### config.mk
export PLATFORM = sky130hd
export DESIGN_NAME = uart_rx_halfbit_fifo
export DESIGN_NICKNAME = d
export VERILOG_FILES = /design/src/uhf_pkg.sv /design/src/uhf_deframer.sv /design/src/uhf_ring.sv /design/src/uhf_out_queue.sv /design/src/uart_rx_halfbit_fifo.sv
export SDC_FILE = /design/constraint.sdc
export NUM_CORES = 1
export LEC_CHECK = 0
export BUFFER_PORTS_ARGS = -buffer_cell sky130_fd_sc_hd__buf_2
export CAP_MARGIN = 10
export CELL_PAD_IN_SITES_DETAIL_PLACEMENT = 0
export CELL_PAD_IN_SITES_GLOBAL_PLACEMENT = 1
export CORE_MARGIN = 3
export CORE_UTILIZATION = 55
export DETAILED_ROUTE_END_ITERATION = 16
export PLACE_DENSITY = 0.76
export SYNTH_ARGS = -nofsm -noshare
export SYNTH_HDL_FRONTEND = slang
export SYNTH_HIERARCHICAL = 1
export SYNTH_SLANG_ARGS = --single-unit
### constraint.sdc
create_clock -name i_clk -period 5.68 [get_ports i_clk]
set_clock_uncertainty 0.05 [all_clocks]
set_input_delay 0.852 -clock i_clk [delete_from_list [all_inputs] [get_ports i_clk]]
set_output_delay 0.852 -clock i_clk [all_outputs]
set_load 0.01 [all_outputs]
### src/uhf_pkg.sv
// Shared types and constants for the half-bit UART receiver with byte ring.
// No dependencies; imported by every module of the block.
package uhf_pkg;

    localparam int RING_DEPTH_DEF = 64;
    localparam int OQ_DEPTH       = 4;
    localparam int OQ_PTR_W       = $clog2(OQ_DEPTH);

    localparam logic [1:0] CMD_LINE  = 2'd0;
    localparam logic [1:0] CMD_TICK  = 2'd1;
    localparam logic [1:0] CMD_READ  = 2'd2;
    localparam logic [1:0] CMD_FLUSH = 2'd3;

    typedef struct packed {
        logic [1:0] cmd;
        logic       rx_level;
    } t_in_word;

    typedef struct packed {
        logic [7:0] rx_byte;
        logic       byte_valid;
        logic       frame_active;
        logic [5:0] fill_count;
        logic       byte_dropped;
    } t_out_word;

    // completed frame leaving the deframer
    typedef struct packed {
        logic       push;
        logic [7:0] data;
    } t_frame_evt;

    // per-word status collected at accept time
    typedef struct packed {
        logic       byte_valid;
        logic       frame_active;
        logic [5:0] fill_count;
        logic       byte_dropped;
    } t_step_stat;

endpackage

### src/uhf_deframer.sv
// 8N1 deframer state machine driven by line events and half-bit ticks.
// Depends on uhf_pkg.
module uhf_deframer import uhf_pkg::*; (
    input  logic       i_clk,
    input  logic       i_rst_n,
    input  logic       i_acc,
    input  t_in_word   i_in_word,
    input  logic       i_line_invert,
    output t_frame_evt o_evt,
    output logic       o_frame_active
);

    localparam logic [2:0] PH_IDLE  = 3'd0;
    localparam logic [2:0] PH_START = 3'd1;
    localparam logic [2:0] PH_HALF  = 3'd2;
    localparam logic [2:0] PH_DATA  = 3'd3;
    localparam logic [2:0] PH_STOP  = 3'd4;

    logic [2:0] r_phase, n_phase;
    logic [7:0] r_shift_byte, n_shift_byte;
    logic [7:0] r_bit_select, n_bit_select;
    logic       start_level;

    assign start_level = i_in_word.rx_level ~^ i_line_invert;

    always_comb begin
        n_phase      = r_phase;
        n_shift_byte = r_shift_byte;
        n_bit_select = r_bit_select;
        o_evt.push   = 1'b0;
        o_evt.data   = r_shift_byte ^ {8{i_line_invert}};
        if (i_acc) begin
            case (i_in_word.cmd)
                CMD_LINE: begin
                    if (r_phase == PH_IDLE && start_level) begin
                        n_phase = PH_START;
                    end
                end
                CMD_TICK: begin
                    case (r_phase)
                        PH_START: begin
                            if (start_level) begin
                                n_bit_select = 8'd1;
                                n_shift_byte = 8'd0;
                                n_phase      = PH_HALF;
                            end else begin
                                n_phase = PH_IDLE;
                            end
                        end
                        PH_HALF: begin
                            n_phase = (r_bit_select == 8'd0) ? PH_STOP : PH_DATA;
                        end
                        PH_DATA: begin
                            if (i_in_word.rx_level) begin
                                n_shift_byte = r_shift_byte | r_bit_select;
                            end else begin
                                n_shift_byte = r_shift_byte & ~r_bit_select;
                            end
                            n_bit_select = {r_bit_select[6:0], 1'b0};
                            n_phase      = PH_HALF;
                        end
                        PH_STOP: begin
                            o_evt.push = i_in_word.rx_level ^ i_line_invert;
                            n_phase    = PH_IDLE;
                        end
                        default: begin
                            n_phase = r_phase;
                        end
                    endcase
                end
                default: begin
                    n_phase = r_phase;
                end
            endcase
        end
    end

    assign o_frame_active = (n_phase != PH_IDLE);

    always_ff @(posedge i_clk) begin
        if (!i_rst_n) begin
            r_phase      <= PH_IDLE;
            r_bit_select <= 8'd0;
        end else begin
            r_phase      <= n_phase;
            r_bit_select <= n_bit_select;
        end
    end

    always_ff @(posedge i_clk) begin
        r_shift_byte <= n_shift_byte;
    end

    a_data_onehot: assert property (@(posedge i_clk) disable iff (!i_rst_n)
        (r_phase == PH_DATA) |-> $onehot(r_bit_select))
        else $error("bit select not one-hot in data phase");

endmodule

### src/uhf_ring.sv
// Byte ring buffer: one write port for received frames, one registered read port.
// Depends on uhf_pkg.
module uhf_ring import uhf_pkg::*; #(
    parameter int RING_DEPTH = RING_DEPTH_DEF
) (
    input  logic       i_clk,
    input  logic       i_rst_n,
    input  logic       i_acc,
    input  logic [1:0] i_cmd,
    input  t_frame_evt i_evt,
    output logic       o_byte_valid,
    output logic       o_byte_dropped,
    output logic [5:0] o_fill_count,
    output logic [7:0] o_rd_data
);

    localparam int PTR_W = $clog2(RING_DEPTH);
    localparam int FW    = (PTR_W + 1 > 6) ? PTR_W + 1 : 6;
    localparam logic [PTR_W-1:0] PTR_LAST = PTR_W'(RING_DEPTH - 1);

    logic [7:0]       r_mem [RING_DEPTH];
    logic [7:0]       r_rd_data;
    logic [PTR_W-1:0] r_wp, n_wp, r_rp, n_rp;
    logic [PTR_W-1:0] wp_inc, rp_inc;
    logic             full, empty, do_push, do_read, do_flush;
    logic [FW-1:0]    fill;

    assign wp_inc   = (r_wp == PTR_LAST) ? '0 : r_wp + 1'b1;
    assign rp_inc   = (r_rp == PTR_LAST) ? '0 : r_rp + 1'b1;
    assign full     = (wp_inc == r_rp);
    assign empty    = (r_wp == r_rp);
    assign do_push  = i_evt.push && !full;
    assign do_read  = i_acc && (i_cmd == CMD_READ) && !empty;
    assign do_flush = i_acc && (i_cmd == CMD_FLUSH);

    always_comb begin
        n_wp = r_wp;
        n_rp = r_rp;
        if (do_flush) begin
            n_wp = '0;
            n_rp = '0;
        end else begin
            if (do_push) begin
                n_wp = wp_inc;
            end
            if (do_read) begin
                n_rp = rp_inc;
            end
        end
    end

    assign fill = FW'(n_wp) - FW'(n_rp) + ((n_wp < n_rp) ? FW'(RING_DEPTH) : FW'(0));

    assign o_byte_valid   = do_read;
    assign o_byte_dropped = i_evt.push && full;
    assign o_fill_count   = fill[5:0];
    assign o_rd_data      = r_rd_data;

    always_ff @(posedge i_clk) begin
        if (!i_rst_n) begin
            r_wp <= '0;
            r_rp <= '0;
        end else begin
            r_wp <= n_wp;
            r_rp <= n_rp;
        end
    end

    always_ff @(posedge i_clk) begin
        if (do_push) begin
            r_mem[r_wp] <= i_evt.data;
        end
    end

    always_ff @(posedge i_clk) begin
        if (do_read) begin
            r_rd_data <= r_mem[r_rp];
        end
    end

    a_flush_clears: assert property (@(posedge i_clk) disable iff (!i_rst_n)
        do_flush |=> (r_wp == '0 && r_rp == '0))
        else $error("flush did not clear ring pointers");

    a_ptr_range: assert property (@(posedge i_clk) disable iff (!i_rst_n)
        (r_wp <= PTR_LAST) && (r_rp <= PTR_LAST))
        else $error("ring pointer out of range");

endmodule

### src/uhf_out_queue.sv
// Result stage and four-word output queue; aligns registered ring read data.
// Depends on uhf_pkg.
module uhf_out_queue import uhf_pkg::*; (
    input  logic       i_clk,
    input  logic       i_rst_n,
    input  logic       i_acc,
    input  t_step_stat i_stat,
    input  logic [7:0] i_rd_data,
    output logic       o_in_ready,
    output logic       o_out_valid,
    input  logic       i_out_ready,
    output t_out_word  o_out_word
);

    logic                r_s1_valid;
    t_step_stat          r_s1_stat;
    t_out_word           r_q [OQ_DEPTH];
    logic [OQ_PTR_W-1:0] r_wr_ptr, r_rd_ptr;
    logic [OQ_PTR_W:0]   r_count, n_count;
    logic                push, pop;
    t_out_word           s1_word;

    assign s1_word.rx_byte      = r_s1_stat.byte_valid ? i_rd_data : 8'd0;
    assign s1_word.byte_valid   = r_s1_stat.byte_valid;
    assign s1_word.frame_active = r_s1_stat.frame_active;
    assign s1_word.fill_count   = r_s1_stat.fill_count;
    assign s1_word.byte_dropped = r_s1_stat.byte_dropped;

    assign push        = r_s1_valid;
    assign pop         = o_out_valid && i_out_ready;
    assign o_out_valid = (r_count != '0);
    assign o_out_word  = r_q[r_rd_ptr];
    // credit covers the word in the result stage as well
    assign o_in_ready  = (r_count + (OQ_PTR_W + 1)'(r_s1_valid))
                         < (OQ_PTR_W + 1)'(OQ_DEPTH);

    always_comb begin
        n_count = r_count;
        if (push && !pop) begin
            n_count = r_count + 1'b1;
        end else if (pop && !push) begin
            n_count = r_count - 1'b1;
        end
    end

    always_ff @(posedge i_clk) begin
        if (!i_rst_n) begin
            r_s1_valid <= 1'b0;
            r_wr_ptr   <= '0;
            r_rd_ptr   <= '0;
            r_count    <= '0;
        end else begin
            r_s1_valid <= i_acc;
            r_count    <= n_count;
            if (push) begin
                r_wr_ptr <= r_wr_ptr + 1'b1;
            end
            if (pop) begin
                r_rd_ptr <= r_rd_ptr + 1'b1;
            end
        end
    end

    always_ff @(posedge i_clk) begin
        if (i_acc) begin
            r_s1_stat <= i_stat;
        end
        if (push) begin
            r_q[r_wr_ptr] <= s1_word;
        end
    end

    a_room_for_s1: assert property (@(posedge i_clk) disable iff (!i_rst_n)
        r_s1_valid |-> (r_count < (OQ_PTR_W + 1)'(OQ_DEPTH)))
        else $error("result stage has no room in output queue");

    a_count_bound: assert property (@(posedge i_clk) disable iff (!i_rst_n)
        r_count <= (OQ_PTR_W + 1)'(OQ_DEPTH))
        else $error("output queue count overflow");

endmodule

### src/uart_rx_halfbit_fifo.sv
// Top level of the half-bit UART receiver with byte ring buffer.
// Depends on uhf_pkg, uhf_deframer, uhf_ring, uhf_out_queue.
//
// Takes input words (line event, half-bit tick, read, flush) and returns exactly
// one result word per input. State, ring pointers and the ring write are updated
// at the accepting edge; the ring read data is registered, so a result enters the
// output queue in the cycle after its input is accepted. Sustained rate is one
// word per cycle while i_out_ready is high; a four-word output queue lets input
// continue while results wait, and o_in_ready drops when the queue and the result
// stage together hold four words. The ring holds RING_DEPTH-1 bytes; its contents
// are undefined until written and need no clearing. The line polarity flag
// (1 = idle low, data inverted) is written through i_cfg_we/i_cfg_wdata; the user
// must do so only while the block is idle, which the block does not enforce.
module uart_rx_halfbit_fifo import uhf_pkg::*; #(
    parameter int RING_DEPTH = RING_DEPTH_DEF
) (
    input  logic      i_clk,
    input  logic      i_rst_n,
    input  logic      i_cfg_we,
    input  logic      i_cfg_wdata,
    input  logic      i_in_valid,
    output logic      o_in_ready,
    input  t_in_word  i_in_word,
    output logic      o_out_valid,
    input  logic      i_out_ready,
    output t_out_word o_out_word
);

    logic       r_line_invert;
    logic       acc;
    t_frame_evt evt;
    t_step_stat stat;
    logic       frame_active;
    logic       byte_valid, byte_dropped;
    logic [5:0] fill_count;
    logic [7:0] rd_data;

    assign acc = i_in_valid && o_in_ready;

    always_ff @(posedge i_clk) begin
        if (!i_rst_n) begin
            r_line_invert <= 1'b0;
        end else if (i_cfg_we) begin
            r_line_invert <= i_cfg_wdata;
        end
    end

    uhf_deframer u_deframer (
        .i_clk          (i_clk),
        .i_rst_n        (i_rst_n),
        .i_acc          (acc),
        .i_in_word      (i_in_word),
        .i_line_invert  (r_line_invert),
        .o_evt          (evt),
        .o_frame_active (frame_active)
    );

    uhf_ring #(
        .RING_DEPTH(RING_DEPTH)
    ) u_ring (
        .i_clk         (i_clk),
        .i_rst_n       (i_rst_n),
        .i_acc         (acc),
        .i_cmd         (i_in_word.cmd),
        .i_evt         (evt),
        .o_byte_valid  (byte_valid),
        .o_byte_dropped(byte_dropped),
        .o_fill_count  (fill_count),
        .o_rd_data     (rd_data)
    );

    assign stat.byte_valid   = byte_valid;
    assign stat.frame_active = frame_active;
    assign stat.fill_count   = fill_count;
    assign stat.byte_dropped = byte_dropped;

    uhf_out_queue u_out_queue (
        .i_clk      (i_clk),
        .i_rst_n    (i_rst_n),
        .i_acc      (acc),
        .i_stat     (stat),
        .i_rd_data  (rd_data),
        .o_in_ready (o_in_ready),
        .o_out_valid(o_out_valid),
        .i_out_ready(i_out_ready),
        .o_out_word (o_out_word)
    );

endmodule

Word level (Yosys, flattened, before mapping)
Memory sizes are Yosys's and may differ from the RTL's. A register that Yosys moved wholly into a read port is not among the register bits.
Cells that the tools add are included.
{ "word_totals": {"mem_bits_ro": 0, "mem_count": 2, "mem_bits_rw": 580, "inputBits": 9, "latchBits": 0, "register_bits": 49} }
{ "memory_table": {"columns": ["memory", "words", "width", "read_ports", "rd_ports_with_merged_regs", "wr", "line", "text"], "rows": [
  ["u_ring.r_mem", 64, 8, 1, 1, 1, "uhf_ring.sv:21", "logic [7:0] r_mem [RING_DEPTH];"],
  ["u_out_queue.r_q", 4, 17, 1, 1, 1, "uhf_out_queue.sv:17", "t_out_word r_q [OQ_DEPTH];"]
]} }
{ "op_classes": {"order_cmp": 1, "eq_ne": 12, "muxes": 29, "n_shift": 0, "div": 0, "addsub": 9, "bitwise_logic": 6, "multipliers": 0, "n_reduce_logical": 22} }
{ "ops": {"columns": ["operator", "n"], "rows": [
  ["two-way mux 6 bit", 6],
  ["two-way mux 8 bit", 4],
  ["case mux 8 bit (2 select lines)", 2],
  ["two-way mux 3 bit", 5],
  ["adder 6 x 1 -> 6 bit, second input constant", 2],
  ["equality test 6 bit", 2],
  ["equality test 6 bit, second input constant", 2],
  ["case mux 3 bit (4 select lines)", 1],
  ["logical AND 1 bit", 10],
  ["AND 8 bit", 1],
  ["logical NOT 8 bit", 1],
  ["inverter 8 bit", 1],
  ["OR 8 bit", 1],
  ["XOR 8 bit", 1],
  ["two-way mux 1 bit", 7],
  ["adder 6 bit, second input constant", 1],
  ["equality test 3 x 2 -> 1 bit, second input constant", 2],
  ["two-way mux 2 bit", 3],
  ["case mux 3 bit (2 select lines)", 1],
  ["nonzero test 3 bit", 2],
  ["subtractor 6 bit", 1],
  ["adder 2 x 1 -> 2 bit, second input constant", 2],
  ["equality test 2 bit, second input constant", 2],
  ["logical NOT 1 bit", 4],
  ["other kinds (14)", 15]
]} }

Longest topological paths before layout
{ "depth": {"depth_word": 9, "depth_mapped": 18} }

By module
Netlist, hierarchy kept.
{ "by_module_without_submodules": {"columns": ["module", "area_per_inst_um2", "instances", "seq_area_each_um2", "cells_per_inst"], "rows": [
  ["uhf_ring", 21405.5, 1, 15855.2, 1104],
  ["uhf_out_queue", 3321.9, 1, 2512.4, 152],
  ["uhf_deframer", 1003.5, 1, 460.4, 89],
  ["uart_rx_halfbit_fifo", 42.5, 1, 20.0, 4]
]} }

Least setup slack after synthesis
Ideal clock, no wire load.
{ "synth_timing": {"kind": "reg-to-reg", "startpoint": "register u_out_queue.r_count[0]", "endpoint": "register u_out_queue/r_s1_stat[5] (netlist bit), data pin", "path_buffers": 1, "required_time_ns": 5.372, "slack_ns": 1.488, "arrival_time_ns": 3.884, "setup_time_ns": 0.258, "path_stages_with_launch": 18, "path_cell_list": "dfxtp_1 > nand3_1 > xor2_1 > and2_1 > nand3b_1 > or3_1 > nor3b_1 > clkbuf_1 > inv_1 > nor4b_1 > a21oi_1 > or2_1 > ha_1 > fa_1 > inv_1 > a21o_1 > a21oi_1 > xnor2_1"} }
{ "synth_rtl": {"columns": ["item", "line", "text"], "rows": [
  ["start: declaration", "uhf_out_queue.sv:19", "logic [OQ_PTR_W:0] r_count, n_count;"],
  ["start signal: assignment", "uhf_out_queue.sv:54", "r_count <= n_count;"],
  ["end signal: assignment", "uhf_out_queue.sv:66", "r_s1_stat <= i_stat;"],
  ["end: declaration", "uhf_out_queue.sv:16", "t_step_stat r_s1_stat;"]
]} }

==> results.md <==
- Status: finished, final reports clean
- Worst R2R End: u_ring/r_mem[42][2]
- Clock net sink count: 639
- Fin crit period: approximately 4.4 ns
- Worst Path Class, Setup: reg -> reg
- Final setup vio count: 0
- Avg Cell Area, Syn: between 15 and 20 sq um
- YS warnings: 6
- Crit path max-delay cell type: nor2_1
- Clock Tree Buf Depth: 3
- DR iter-0 viols: approximately 1.4k
- DR DRC count: 0
- Sw Ratio: 0.2043
- Crit-path max cell delay: 0.86 ns
- Top-count cell post-synth: edfxtp_1
- Final HPWL DP: between 30000 and 40000 um
- Clk pwr share: 0.423
- Tot Pwr: between 9 and 10 mW
- N_diodes: 0
- Rel. slew slack: 0.2786
- Arrival time worst endpoint: around 4.6 ns
- Worst-skew pair later-pin latency: just over 0.6 ns
- Via density: ~6.3
- Largest net degree at the start of global routing: 97
- IO buf count: 27
- Ys async rst share: 0
- Initial core utilization: 0.5619
- Crit. End Element: register
- CP Buf/Inv Count: 3
- Antenna Nets Post-Route: 0
- Main area contributors after synthesis: edfxtp_1 70%, mux4_2 11%, mux2i_1 3.3%, dfxtp_1 2.6%, nor2_1 1.5%
- Area grow syn2layout: 11.19%
- Drt pass-1 iters: 6
- Grt ovf: 0
- CTS tree: yes
- CP top delay family: simple AND/OR/NAND/NOR gates
- Power per Cell Area: 347.0 nW/um^2
- Routing usage on met1: 0.3206
- Worst R2R Path Depth: 12
- Cts bufs inserted: between 60 and 70
- WL per Instance: approximately 26 um
- Die area: about 49000 sq um
- Max-cap check violation count: 0
- Hold WC Path Type: in -> reg
- Total Routed Length: about 54000 um
- First-pass GRT wire length: just over 80000 um
- GP Congestion: approximately 0.83
- Worst EP required: between 5 and 6 ns
- Cell type with the largest total area after synthesis: edfxtp_1
- Hold-fix buffer count after cts: 0
- Gate power share: 0.042
- Yosys top cell area share: 0.7049
- Number of unique standard cell types used by synthesis: 74
- RSZ-0062 raised after global routing: no
- Sequential element share of the synthesized area: 0.7313
- Reg-to-reg slack, setup: ~1.3 ns
- Number of global-route vias before repair: around 13k
- CP Launch Type: register
- Final Hold Slack: between 0.4 and 0.5 ns
- Num rows: 78
- Int Pwr: between 7 and 8 mW
- Final period util: 0.7780
- Grt peak-use layer: met2
- Routed via count: between 10k and 15k
- Setup bufs post-CTS: 0
- Final Hold Fails: 0
- Layout cells sized above 1: 0.2071
- Syn Nets: 1372
- Final TNS setup: 0 ns
- Fmax: around 0.23 GHz
- Synth Register Bits: around 640
- Number of synthesized flops with an enable pin: around 600
- Met3 usage: 0.03805
- Max-slew violation count: 0
- Post-synth top cells: 605 x edfxtp_1, 122 x mux4_2, 103 x nor2_1
- Hold Path End: r_line_invert
- Top Ports: 28
- HP Start: i_cfg_wdata
- Post-CTS sizing: 0
- Leakage: 8.670 nW
- Critical Path Fanout Max: 18
- Worst VDD drop: between 0.0002 and 0.0003 V
- H-tree Lvls: 2
- Chip Width: 222.5 um
- Root Driver: clkbuf_16
- Worst hold stages: 3
- Sequential fraction of design power: 0.535
- Met2 Track Usage GR: 0.3480
- Worst R2R Start: u_out_queue/r_count[0]
- P_sw: ~2 mW
- Initial antenna violation count: 1
- Post-synth top flop: edfxtp_1
- GR Util All Layers: 0.2219
- CP Cell Sequence: nand3_1 > xor2_1 > and2_1 > buf_4 > nand3b_1 > or3_1 > nor3b_1 > buf_4 > inv_1 > nor2_1 > nand3_1 > nor2_1
- Slew @ Worst Pin: 1.081 ns
- Mapped Area: approximately 26000 sq um
- Clk pin slew, worst setup/hold paths: 0.06 ns
- Total core area: about 46000 sq um
- Mapped Cells: ~1.3k
- Die Span Y: between 200 and 250 um
- Fin nets: around 1.4k
==> sequential cells by signal, summed over array words and instances, names as in the netlist, named ones only <==
name                     flops
u_out_queue/r_q             68
u_ring/r_wp                  6
u_out_queue/r_count          3
r_line_invert                1
u_deframer/r_shift_byte      8
u_ring/r_mem               512
u_deframer/r_phase           3
u_out_queue/r_s1_stat        9
u_ring/o_rd_data             8
u_out_queue/push             1
u_out_queue/r_wr_ptr         2
u_deframer/r_bit_select      8
u_out_queue/r_rd_ptr         2
u_ring/r_rp                  6
==> worst reg2reg max path: stages (launching register included) <==
cell,delay (ns)
dfxtp_1,0.51
nand3_1,0.14
xor2_1,0.16
and2_1,0.15
buf_4,0.22
nand3b_1,0.19
or3_1,0.37
nor3b_1,0.21
buf_4,0.19
inv_1,0.12
nor2_1,0.20
nand3_1,0.68
nor2_1,0.86
==> metal layers <==
| layer | wire length, um | part of all wire | vias to the layer above |
|---|---|---|---|
| li1 | - | - | 5575 |
| met1 | 22670 | 0.42 | 6605 |
| met2 | 25600 | 0.48 | 462 |
| met3 | 3711 | 0.069 | 108 |
| met4 | 1833 | 0.034 | 2 |
| met5 | 13 | 0.00024 | - |
==> per-stage QoR <==
stage	instances	cell area (sq um)	utilization	worst slack, ns
2_1_floorplan	1349	25770	-	1.488
3_3_place_gp	1923	26550	0.5788	1.297
3_5_place_dp	1923	26550	0.5788	1.201
4_1_cts	2039	28660	0.6248	1.253
5_1_grt	2039	28660	0.6248	0.9066
6_report	2039	28660	0.6248	1.261
==> layout make-up <==
type	instances	area (sq um)
inverter	16	60.06
tap	600	750.7
clock buffer	71	1607
fill	3180	17210
sequential	639	18860
multi-input combinational	621	6583
timing repair buffer	47	297.8
clock inverter	45	505.5
==> power groups by stage <==
stage	sequential, mW	combinational, mW	clock (mW)
2_1_floorplan	5.38	0.323	0
3_3_place_gp	5.42	0.427	0
3_5_place_dp	5.42	0.432	0
4_1_cts	5.32	0.432	4.29
5_1_grt	5.33	0.463	4.51
6_report	5.32	0.421	4.20
==> how the worst max path moves through the flow <==
stage	cells past startpoint	to	from	slack (ns)
after floorplan	17	u_out_queue/r_s1_stat[5]	u_out_queue/r_count[0]	1.49
after global placement	11	u_ring/r_mem[10][6]	i_in_valid	1.30
after detailed placement	11	u_ring/r_mem[42][2]	i_in_valid	1.20
after CTS	12	u_ring/r_mem[42][4]	u_out_queue/r_count[0]	1.25
after global routing	12	u_ring/r_mem[42][4]	u_out_queue/r_count[0]	0.91
final	12	u_ring/r_mem[42][2]	u_out_queue/r_count[0]	1.26
==> kinds of logic (layout without fill, tap and decap cells) <==
group                    after synthesis  count (layout)  share of synthesized area
flip-flops                           639             639                     0.7313
buffers and inverters                 89             179                    0.01913
AO/OA/AOI/OAI                        135             135                    0.03947
XOR/XNOR                              33              33                    0.01151
adder cells (fa/ha/maj)               14              14                   0.007379
AND/OR/NAND/NOR                      224             224                    0.04408
multiplexers                         215             215                     0.1471
==> layout by cell type, fill, tap and decap left out, types with 24 or more instances in the layout <==
cell / netlist / routed
nor2_1: 103 / 103
o22ai_1: 24 / 24
o221ai_1: 24 / 24
clkbuf_16: 0 / 63
mux4_2: 122 / 122
edfxtp_1: 605 / 605
mux2i_1: 86 / 86
and2_1: 24 / 24
buf_2: 23 / 27
dfxtp_1: 34 / 32
Power figures use the tool's default switching activity.
